### src/sv/ccs_pkg.sv
// Shared types, constants and functions for the cave column step unit.
`default_nettype none

package ccs_pkg;

   // Width of the column ports; the number of live rows is a parameter up to this.
   localparam int COLUMN_WIDTH        = 64;
   localparam int COLUMN_BITS_DEFAULT = 64;

   // Threshold register
   localparam int          THRESHOLD_WIDTH = 4;
   localparam logic [3:0]  THRESHOLD_RESET = 4'd5;

   // Taps of one row across the window: left, centre, right
   localparam int TAP_WIDTH  = 3;
   localparam int TAP_LEFT   = 2;
   localparam int TAP_CENTRE = 1;
   localparam int TAP_RIGHT  = 0;

   // Cells in a 3x3 block
   localparam int BLOCK_CELLS = 9;

   typedef logic [1:0] fill_type;
   localparam fill_type FILL_EMPTY = 2'd0;
   localparam fill_type FILL_FULL  = 2'd2;

   // Control broadcast from the top level to every row cell
   typedef struct packed {
      logic                       shift;
      logic                       load_result;
      logic [THRESHOLD_WIDTH-1:0] threshold;
   } cell_ctrl_type;

   // Count the walls in a 3x3 block
   function automatic logic [THRESHOLD_WIDTH-1:0] count_walls(
      input logic [BLOCK_CELLS-1:0] block
   );
      logic [THRESHOLD_WIDTH-1:0] total;
      total = '0;
      for (int i = 0; i < BLOCK_CELLS; i++) begin
         total = total + {{(THRESHOLD_WIDTH-1){1'b0}}, block[i]};
      end
      return total;
   endfunction

endpackage

`default_nettype wire

### src/sv/cave_ca_column_step_unit.sv
// Top level of the cave cellular automaton column step unit.
//
// Usage
//   A chunk streams in on the req_ channel as one column per transfer: a left
//   boundary column, the chunk columns, then a right boundary column flagged
//   with req_last_column. Each column brings the seam bits from the chunks
//   above and below; the feeder supplies walls where no neighbour exists.
//   Once two columns sit in the window, each further column yields one
//   updated centre column on the rsp_ channel; rsp_last marks the result of
//   the flagged column, after which the window starts empty again.
//   A result appears in the cycle after the column that completes it.
//   One column per cycle while the receiver keeps up, as the row of cells
//   shifts and counts each column at once; the output register lets the next
//   column enter while a result is being taken.
//   When the receiver stalls, the result holds in the cells' output bits and
//   req_ready drops until it is taken.
//   Reset empties the window and the output, and sets the threshold to five.
//   csr_write_data is the wall threshold, written when csr_write_enable is high.
`default_nettype none

module cave_ca_column_step_unit #(
   parameter int COLUMN_BITS = ccs_pkg::COLUMN_BITS_DEFAULT
) (
   input  wire logic                                   clock,
   input  wire logic                                   reset,
   // column input
   input  wire logic                                   req_valid,
   output logic                                        req_ready,
   input  wire logic [ccs_pkg::COLUMN_WIDTH-1:0]       req_column_bits,
   input  wire logic                                   req_seam_above,
   input  wire logic                                   req_seam_below,
   input  wire logic                                   req_last_column,
   // result output
   output logic                                        rsp_valid,
   input  wire logic                                   rsp_ready,
   output logic      [ccs_pkg::COLUMN_WIDTH-1:0]       rsp_next_column,
   output logic                                        rsp_last,
   // threshold register
   input  wire logic                                   csr_write_enable,
   input  wire logic [ccs_pkg::THRESHOLD_WIDTH-1:0]    csr_write_data
);

   logic [ccs_pkg::THRESHOLD_WIDTH-1:0] threshold_ff, threshold_in;
   ccs_pkg::fill_type                   fill_ff, fill_in;
   logic                                rsp_valid_ff, rsp_valid_in;
   logic                                rsp_last_ff, rsp_last_in;
   // seam bits of the window's left and centre columns
   logic [1:0]                          above_ff, above_in;
   logic [1:0]                          below_ff, below_in;

   logic                                accept;
   logic                                produce;
   ccs_pkg::cell_ctrl_type              cell_ctrl;

   // taps per row, seam above at index 0 and seam below at COLUMN_BITS+1
   logic [ccs_pkg::TAP_WIDTH-1:0]       row_taps [COLUMN_BITS+2];
   logic [1:0]                          cell_window [COLUMN_BITS];
   logic [COLUMN_BITS-1:0]              cell_result;

   // take a column whenever the output register is free or being emptied
   assign req_ready = !rsp_valid_ff || rsp_ready;
   assign accept    = req_valid && req_ready;
   assign produce   = accept && (fill_ff == ccs_pkg::FILL_FULL);

   always_comb begin
      threshold_in = csr_write_enable ? csr_write_data : threshold_ff;

      fill_in = fill_ff;
      if (accept) begin
         // drop the window after the closing column
         if (req_last_column) begin
            fill_in = ccs_pkg::FILL_EMPTY;
         end else if (fill_ff != ccs_pkg::FILL_FULL) begin
            fill_in = fill_ff + 2'd1;
         end
      end

      rsp_valid_in = rsp_valid_ff;
      rsp_last_in  = rsp_last_ff;
      if (produce) begin
         rsp_valid_in = 1'b1;
         rsp_last_in  = req_last_column;
      end else if (rsp_ready) begin
         rsp_valid_in = 1'b0;
      end

      above_in = above_ff;
      below_in = below_ff;
      if (accept) begin
         above_in = {above_ff[0], req_seam_above};
         below_in = {below_ff[0], req_seam_below};
      end
   end

   always_ff @(posedge clock) begin
      if (reset) begin
         threshold_ff <= ccs_pkg::THRESHOLD_RESET;
         fill_ff      <= ccs_pkg::FILL_EMPTY;
         rsp_valid_ff <= 1'b0;
      end else begin
         threshold_ff <= threshold_in;
         fill_ff      <= fill_in;
         rsp_valid_ff <= rsp_valid_in;
      end
   end

   always_ff @(posedge clock) begin
      rsp_last_ff <= rsp_last_in;
      above_ff    <= above_in;
      below_ff    <= below_in;
   end

   assign cell_ctrl.shift       = accept;
   assign cell_ctrl.load_result = produce;
   assign cell_ctrl.threshold   = threshold_ff;

   // seam rows at both ends of the chain
   assign row_taps[0]             = {above_ff, req_seam_above};
   assign row_taps[COLUMN_BITS+1] = {below_ff, req_seam_below};

   // chain of row cells, each seeing its neighbours' taps
   for (genvar z = 0; z < COLUMN_BITS; z++) begin : g_row
      assign row_taps[z+1] = {cell_window[z], req_column_bits[z]};

      ccs_row_cell u_cell (
         .clock      (clock),
         .ctrl       (cell_ctrl),
         .up_taps    (row_taps[z]),
         .down_taps  (row_taps[z+2]),
         .right_bit  (req_column_bits[z]),
         .own_taps   (cell_window[z]),
         .result_bit (cell_result[z])
      );
   end

   // rows above COLUMN_BITS read as open
   always_comb begin
      rsp_next_column                  = '0;
      rsp_next_column[COLUMN_BITS-1:0] = cell_result;
   end

   assign rsp_valid = rsp_valid_ff;
   assign rsp_last  = rsp_last_ff;

endmodule

`default_nettype wire

### src/sv/ccs_row_cell.sv
// One row cell: holds its row's two window bits and the row's result bit.
`default_nettype none

module ccs_row_cell (
   input  wire logic                                  clock,
   input  wire ccs_pkg::cell_ctrl_type                ctrl,
   input  wire logic [ccs_pkg::TAP_WIDTH-1:0]         up_taps,
   input  wire logic [ccs_pkg::TAP_WIDTH-1:0]         down_taps,
   input  wire logic                                  right_bit,
   output logic      [1:0]                            own_taps,
   output logic                                       result_bit
);

   logic left_ff,   left_in;
   logic centre_ff, centre_in;
   logic result_ff, result_in;

   logic [ccs_pkg::THRESHOLD_WIDTH-1:0] wall_count;

   assign wall_count = ccs_pkg::count_walls({up_taps, left_ff, centre_ff, right_bit, down_taps});

   always_comb begin
      left_in   = left_ff;
      centre_in = centre_ff;
      result_in = result_ff;
      // slide the window by one column
      if (ctrl.shift) begin
         left_in   = centre_ff;
         centre_in = right_bit;
      end
      if (ctrl.load_result) begin
         result_in = (wall_count >= ctrl.threshold);
      end
   end

   always_ff @(posedge clock) begin
      left_ff   <= left_in;
      centre_ff <= centre_in;
      result_ff <= result_in;
   end

   assign own_taps   = {left_ff, centre_ff};
   assign result_bit = result_ff;

endmodule

`default_nettype wire

### config.mk
export PLATFORM = sky130hd
export DESIGN_NAME = cave_ca_column_step_unit
export DESIGN_NICKNAME = d
export VERILOG_FILES = /design/src/sv/ccs_pkg.sv /design/src/sv/cave_ca_column_step_unit.sv /design/src/sv/ccs_row_cell.sv
export SDC_FILE = /design/constraint.sdc
export NUM_CORES = 1
export LEC_CHECK = 0
export ABC_AREA = 1
export BUFFER_PORTS_ARGS = -buffer_cell sky130_fd_sc_hd__buf_4
export CELL_PAD_IN_SITES_DETAIL_PLACEMENT = 0
export CELL_PAD_IN_SITES_GLOBAL_PLACEMENT = 2
export CORE_MARGIN = 2
export CORE_UTILIZATION = 43
export CTS_CLUSTER_SIZE = 12
export DETAILED_ROUTE_END_ITERATION = 10
export HOLD_SLACK_MARGIN = 0.02
export PLACE_DENSITY_LB_ADDON = 0.1
export SLEW_MARGIN = 5
export SYNTH_ARGS = -nofsm -noshare
export SYNTH_HDL_FRONTEND = slang
export SYNTH_HIERARCHICAL = 1
export SYNTH_SLANG_ARGS = --single-unit
### constraint.sdc
create_clock -name clock -period 11.9 [get_ports clock]
set_input_delay 0 -clock clock [delete_from_list [all_inputs] [get_ports clock]]
set_output_delay 0 -clock clock [all_outputs]
set_load 0.02 [all_outputs]
==> results.tsv, run 1 <==
stage	metric	value	unit
cells_and_area	area of the multi-input gates	14900	µm²
critical_path	CP peak stage delay	0.53	ns
cells_and_area	Fill cells	5957	
critical_path	CP Max Fanout	4	
timing	final hold violation count	0	
route	detailed-route via count	17781	
critical_path	CP arrival	4.01	ns
yosys	Syn Area/Cell	8.64	µm²
power	total power draw	4.34	mW
timing	Final min period	3.73	ns
route	DRC violations left	0	
route	drt wl/cell	12.9	µm
grt	global-route wire length before repair	91900	µm
power	maximum vdd drop	92.1	µV
yosys	post-synth top area share	0.237	
critical_path	CP delay by family, top	adder cells	
clock_network	setup bufs post-CTS	0	
power	Power per Cell Area	144	nW/µm²
hold_path	HP Class	in -> reg	
yosys	cell with the most instances after synthesis	inv_1	
critical_path	critical path capture point type	flop	
timing	Final Skew	0.0239	ns
route	drt total wl	53300	µm
floorplanning	initial core utilization	0.436	
yosys	cells after synthesis	3124	
clock_network	clk slew on worst S/H paths	0.05	ns
timing	Achievable Freq	0.268	GHz
grt	initial antenna violation count	3	
yosys	#FFs+latches synth	204	
clock_network	CTS tree	yes	
outcome	status	finished clean	
floorplanning	CORE AREA	61800	µm²
cells_and_area	layout cells sized above 1	0.0833	
grt	gr usage total	0.178	
timing	Post-Route Setup TNS	0	ns
timing	Final Slew Violations	0	
route	detail-routed via count per cell	4.31	
hold_path	WHS Endpoint	above_ff[0]$_DFFE_PP_	
route	Post-DRT Antenna Nets	0	
yosys	Synthesis Warnings	6	
critical_path	RR Endpoint	g_row[48].u_cell/result_bit$_DFFE_PP_	
yosys	Synth Flop Type	edfxtp_1	
timing	Slew headroom	0.346	
critical_path	critical path class	reg -> reg	
floorplanning	chip width	254	µm
place	Detailed Place HPWL	40300	µm
critical_path	Critical Path, Cell by Cell	inv_1 -> fa_1 -> fa_1 -> fa_1 -> inv_1 -> fa_1 -> inv_1 -> fa_1 -> inv_1 -> ha_1 -> nand2_1 -> nand2_2 -> nand2_1 -> nand3_1	
cells_and_area	total area of sequential cells	6070	µm²
hold_path	worst hold start	req_seam_above	
clock_network	H-tree depth	2	
critical_path	Worst path most repeated cell	fa_1	
critical_path	Critical path buffers and inverters	4	
yosys	Post-synth EDFFs	197	
place	final RePlAce weighted congestion	0.778	
route	drt pass-1 iters	5	
flow_run	max cap viols	0	
yosys	synth cell count leaders	inv_1, ha_1, nand2_1	
power	Lkg Pwr	17.6	nW
critical_path	reg2reg start	g_row[47].u_cell/centre_ff$_DFFE_PP_	
critical_path	crit start category	flop	
cells_and_area	number of nets in the layout	4047	
grt	number of global-route vias before repair	19046	
cells_and_area	area added between synthesis and finish	11.8	%
clock_network	CTS Buffer Depth	3	
route	DR iter-0 viols	537	
floorplanning	I/O pin cnt	143	
yosys	Post-synth ARST share	0	
yosys	post-synthesis cell area	27000	µm²
cells_and_area	antenna cells	0	
grt	total grt overflow	0	
place	I/O Buffers	142	
yosys	syn nets	3905	
clock_network	clock tree root driver cell	clkbuf_16	
critical_path	Reg2Reg Setup Slack	8.17	ns
floorplanning	row cnt	91	
clock_network	CTS Buf Count	34	
clock_network	hold buffers post-CTS	85	
clock_network	Clock Latency Late Sink	0.54	ns
yosys	Yosys cell types	17	
timing	setup violators final	0	
floorplanning	full die area	64800	µm²
clock_network	cells resized by post-CTS repair	0	
clock_network	Clock Sinks	204	
yosys	Seq/Total Area, Yosys	0.224	
critical_path	CP required	12.18	ns
critical_path	slowest stage cell, crit path	fa_1	
grt	largest net degree at the start of global routing	92	
yosys	dominant cell type by area after synthesis	fa_1	
critical_path	Reg2Reg Depth	14	
floorplanning	Die Span Y	254	µm
hold_path	Min-Delay Path Depth	2	
timing	unrepaired setup endpoints after global routing	false	
timing	Worst Max-Slew Pin Slew	0.981	ns
timing	fin crit share	0.313	
yosys	top post-synthesis cells by area	fa_1, edfxtp_1, inv_1	
[power by group]
part	internal (mW)	switching, mW	leakage [nW]
combinational	1.05	1.30	15.1
clock	0.644	0.390	0.544
sequential	0.901	0.0545	1.94
total	2.59	1.74	17.6
[routing by layer]
layer	routed length [µm]	track usage	vias to the layer above	part of all wire
li1	-	-	9149	-
met4	826	0.0371	6	0.015
met3	1790	0.0274	53	0.034
met2	26400	0.318	151	0.49
met5	38	0	-	0.00071
met1	24300	0.228	8422	0.46
[metrics by stage]
step / std cells / instance area (µm²) / setup slack (ns) / utilization / hold slack (ns)
after global placement: 3982 / 28200 / 8.17 / 0.456 / 0.195
after floorplan: 3124 / 27000 / 8.08 / - / 0.0989
after global routing: 4126 / 30200 / 7.96 / 0.488 / 0.176
final: 4126 / 30200 / 8.17 / 0.488 / 0.204
after detailed placement: 3982 / 28200 / 8.15 / 0.456 / 0.194
after CTS: 4126 / 30200 / 8.15 / 0.488 / 0.159
[placed cells by master, fill, tap and decap left out]
cell              n
clkbuf_16        35
clkbuf_1          6
inv_6             2
nand4_1          65
xnor2_1          64
ha_1            385
nand3_2           1
edfxtp_1        197
nand2_2          66
inv_1          1348
dlygate4sd3_1    85
dfxtp_4           4
nand2_1         330
buf_4           149
nor2_4            1
nand2_4           1
o21ai_1           3
dfxtp_1           3
bufinv_16         5
a21oi_1          64
inv_2             5
nand3_1         130
clkinv_4          1
clkinv_2          4
nor2_1            8
fa_1            320
clkinv_1          7
[layout make-up]
class,instances,share of cell area
Clock buffer,41,0.0298
Clock inverter,18,0.00709
Inverter,1354,0.169
Multi-Input combinational cell,1438,0.493
Sequential cell,204,0.201
Tap cell,837,0.0347
Timing Repair Buffer,234,0.0653
[worst max-delay path by stage]
| stage | start | end | slack, ns | depth (start not counted) |
|---|---|---|---|---|
| floorplan | rsp_valid$_SDFFE_PP0P_ | g_row[0].u_cell/result_bit$_DFFE_PP_ | 8.08 | 3 |
| global placement | g_row[57].u_cell/centre_ff$_DFFE_PP_ | g_row[58].u_cell/result_bit$_DFFE_PP_ | 8.17 | 14 |
| detailed placement | g_row[57].u_cell/centre_ff$_DFFE_PP_ | g_row[58].u_cell/result_bit$_DFFE_PP_ | 8.15 | 14 |
| global route | g_row[44].u_cell/centre_ff$_DFFE_PP_ | g_row[45].u_cell/result_bit$_DFFE_PP_ | 7.96 | 14 |
| finish | g_row[47].u_cell/centre_ff$_DFFE_PP_ | g_row[48].u_cell/result_bit$_DFFE_PP_ | 8.17 | 14 |
| CTS | g_row[57].u_cell/centre_ff$_DFFE_PP_ | g_row[58].u_cell/result_bit$_DFFE_PP_ | 8.15 | 14 |
[cells by family after synthesis]
logic type / share of synthesized area
AOI/OAI and AO/OA: 0.0124
xor gates and xnor gates: 0.0208
adders and majority gates: 0.416
DFF: 0.224
and+or+nand+nor: 0.102
buffers and inverters: 0.224
[flip-flops by register name, summed over array words and instances, names as in the netlist]
register and flops:
below_ff 2, fill_ff 2, rsp_valid 1, above_ff 2
g_row.u_cell/centre_ff 64, g_row.u_cell/left_ff 64, threshold_ff 4, g_row.u_cell/result_bit 64
rsp_last 1
(Power assumes the default switching activity.)
==> run 2, diff against run 1 <==
Settings changed: ABC_AREA 1 to 0, CORE_UTILIZATION 43 to 41.
Clock period 11.9 ns to 3.9 ns, I/O delays scaled along.
==> results.tsv, run 2 <==
stage	metric	value	unit	change
floorplanning	chip width	257	µm	+0.99%
cells_and_area	number of nets in the layout	3713		-8.3%
critical_path	crit start category	flop		
floorplanning	Die Span Y	257	µm	+0.99%
critical_path	Critical Path, Cell by Cell	inv_1 -> fa_1 -> fa_1 -> fa_1 -> inv_1 -> fa_1 -> inv_1 -> fa_1 -> inv_1 -> ha_1 -> a2111oi_4 -> nor3_2		
critical_path	CP arrival	4.10	ns	+0.09 ns
place	pre-CTS setup slack	0.0998	ns	-8.06 ns
critical_path	critical path capture point type	flop		
yosys	Synthesis Warnings	6		unchanged
floorplanning	row cnt	92		+1.1%
clock_network	CTS Buf Count	31		-8.8%
clock_network	clock tree root driver cell	clkbuf_16		
critical_path	critical path class	reg -> reg		
outcome	status	finished clean		
power	maximum vdd drop	340	µV	+270%
timing	Worst Max-Slew Pin Slew	1.01	ns	+0.0299 ns
grt	number of global-route vias before repair	17695		-7.1%
floorplanning	CORE AREA	63200	µm²	+2.2%
yosys	synth cell count leaders	inv_1, ha_1, fa_1		
place	I/O Buffers	142		unchanged
clock_network	CTS Buffer Depth	3		unchanged
timing	final hold violation count	0		unchanged
timing	Achievable Freq	0.265	GHz	-1.3%
critical_path	Critical path buffers and inverters	4		unchanged
yosys	Yosys cell types	24		+7
timing	setup violators final	0		unchanged
timing	fin crit share	0.969		+0.655
yosys	Synth Flop Type	edfxtp_1		
yosys	Post-synth ARST share	0		unchanged
yosys	post-synthesis cell area	26200	µm²	-2.7%
grt	largest net degree at the start of global routing	40		-57%
critical_path	Worst path most repeated cell	fa_1		
power	Lkg Pwr	16.0	nW	-9.2%
timing	final worst setup slack	0.122	ns	-8.05 ns
clock_network	Clock Latency Late Sink	0.58	ns	+0.04 ns
flow_run	max cap viols	0		unchanged
critical_path	slowest stage cell, crit path	fa_1		
grt	initial antenna violation count	1		-2
floorplanning	I/O pin cnt	143		unchanged
yosys	Seq/Total Area, Yosys	0.231		+0.00630
cells_and_area	highest-count cells in the layout ignoring fill and taps	inv_1, ha_1, fa_1, buf_4, edfxtp_1		
clock_network	CTS tree	yes		
route	detail-routed via count per cell	4.37		+1.4%
clock_network	H-tree depth	1		-1
yosys	Syn Area/Cell	9.63	µm²	+12%
grt	global-route wire length before repair	88700	µm	-3.6%
yosys	cells after synthesis	2725		-13%
yosys	syn nets	3506		-10%
critical_path	CP Max Fanout	2		-2
critical_path	CP delay by family, top	adder cells		
timing	Final Slew Violations	0		unchanged
floorplanning	initial core utilization	0.415		-0.0211
route	Post-DRT Antenna Nets	0		unchanged
route	DRC violations left	0		unchanged
grt	gr usage total	0.165		-0.0126
timing	Slew headroom	0.324		-0.0215
yosys	cell with the most instances after synthesis	inv_1		
critical_path	CP required	4.22	ns	-7.96 ns
route	DR iter-0 viols	412		-23%
yosys	dominant cell type by area after synthesis	fa_1		
clock_network	clk slew on worst S/H paths	0.06	ns	about the same
yosys	#FFs+latches synth	204		unchanged
grt	total grt overflow	0		unchanged
route	detailed-route via count	16617		-6.5%
power	total power draw	12.6	mW	+190%
route	drt pass-1 iters	6		+1
route	drt wl/cell	13.9	µm	+7.4%
floorplanning	full die area	66100	µm²	+2.0%
cells_and_area	layout cells sized above 1	0.128		+0.0446
cells_and_area	commonest non-fill, non-tap cell in the layout	inv_1		
place	final RePlAce weighted congestion	0.783		+0.64%
power	Power per Cell Area	414	nW/µm²	+190%
place	Detailed Place HPWL	39900	µm	-0.90%
yosys	post-synth top area share	0.244		+0.00667
critical_path	CP peak stage delay	0.49	ns	-0.04 ns
yosys	top post-synthesis cells by area	fa_1, edfxtp_1, ha_1		
yosys	Post-synth EDFFs	197		unchanged
timing	Final Skew	0.0123	ns	-0.0116 ns
cells_and_area	area added between synthesis and finish	15.7	%	
hold_path	HP Class	in -> reg		
clock_network	Clock Sinks	204		unchanged
timing	Final min period	3.78	ns	+0.0497 ns
route	drt total wl	52700	µm	-1.1%
-- run 2: cell types whose count changed after synthesis, moves of 4 or more --
cell       delta
nand4_1      -64
nand2_2      -66
nor2_1       +59
nand2b_1     +64
inv_2         -4
nor2b_1      +66
inv_1       -196
nor3_1      +128
nand3_1     -130
nand2_1     -329
a2111oi_2    +64
-- run 2: final timing paths --
kind                                                            from                                     to  slack, ns  cells past startpoint
worst max-delay path            g_row[32].u_cell/centre_ff$_DFFE_PP_  g_row[33].u_cell/result_bit$_DFFE_PP_       0.12                     12
worst min-delay path                                  req_seam_above                  above_ff[0]$_DFFE_PP_       0.15                      2
worst max register to register  g_row[32].u_cell/centre_ff$_DFFE_PP_  g_row[33].u_cell/result_bit$_DFFE_PP_       0.12                     12
worst min register to register                 above_ff[0]$_DFFE_PP_                  above_ff[1]$_DFFE_PP_       0.46                      0
-- run 2: timing repair --
action                                  CTS  global route
hold endpoints to repair                 85             0
resized for setup                         0            58
buffers inserted                          0             6
hold buffers                             82             0
endpoints found under the setup margin    0            32
-- run 2: logic make-up after synthesis --
| family | after synthesis | synth area share |
|---|---|---|
| XOR/XNOR | 64 | 0.0214 |
| AO/OA/AOI/OAI | 135 | 0.0506 |
| multiplexers | 2 | 0.000763 |
| AND/OR/NAND/NOR | 332 | 0.0670 |
| adder cells (fa/ha/maj) | 705 | 0.428 |
| buffers and inverters | 1283 | 0.202 |
| flip-flops | 204 | 0.231 |
-- run 2: final cells by class --
type / count / area, µm²
Fill cell: 6031 / 32800
Multi-Input combinational cell: 1238 / 15300
Sequential cell: 204 / 6070
Inverter: 1155 / 4340
Timing Repair Buffer: 302 / 2570
Tap cell: 846 / 1060
Clock buffer: 36 / 825
Clock inverter: 20 / 181
Antenna cell: 1 / 2.50
-- run 2: metrics by stage --
stage | instance area [µm²] | util | hold slack [ns] | setup TNS [ns] | instances
after floorplan | 26300 | - | 0.0691 | 0 | 2725
after global placement | 28100 | 0.444 | 0.189 | 0 | 3657
after detailed placement | 28100 | 0.444 | 0.190 | 0 | 3657
after CTS | 29900 | 0.473 | 0.0899 | 0 | 3795
after global routing | 30400 | 0.480 | 0.119 | -0.108 | 3802
final | 30400 | 0.480 | 0.148 | 0 | 3802
-- run 2: layer usage --
metal	routed length [µm]	GRT usage	vias to the layer above
met4	1160	0.0354	0
met5	0	0	-
met2	25700	0.290	133
met3	1430	0.0221	55
li1	-	-	8365
met1	24400	0.218	8064
-- run 2: report_power, final --
group	switching, mW	internal (mW)
registers	0.123	2.66
logic	3.50	3.47
clock network	1.14	1.69
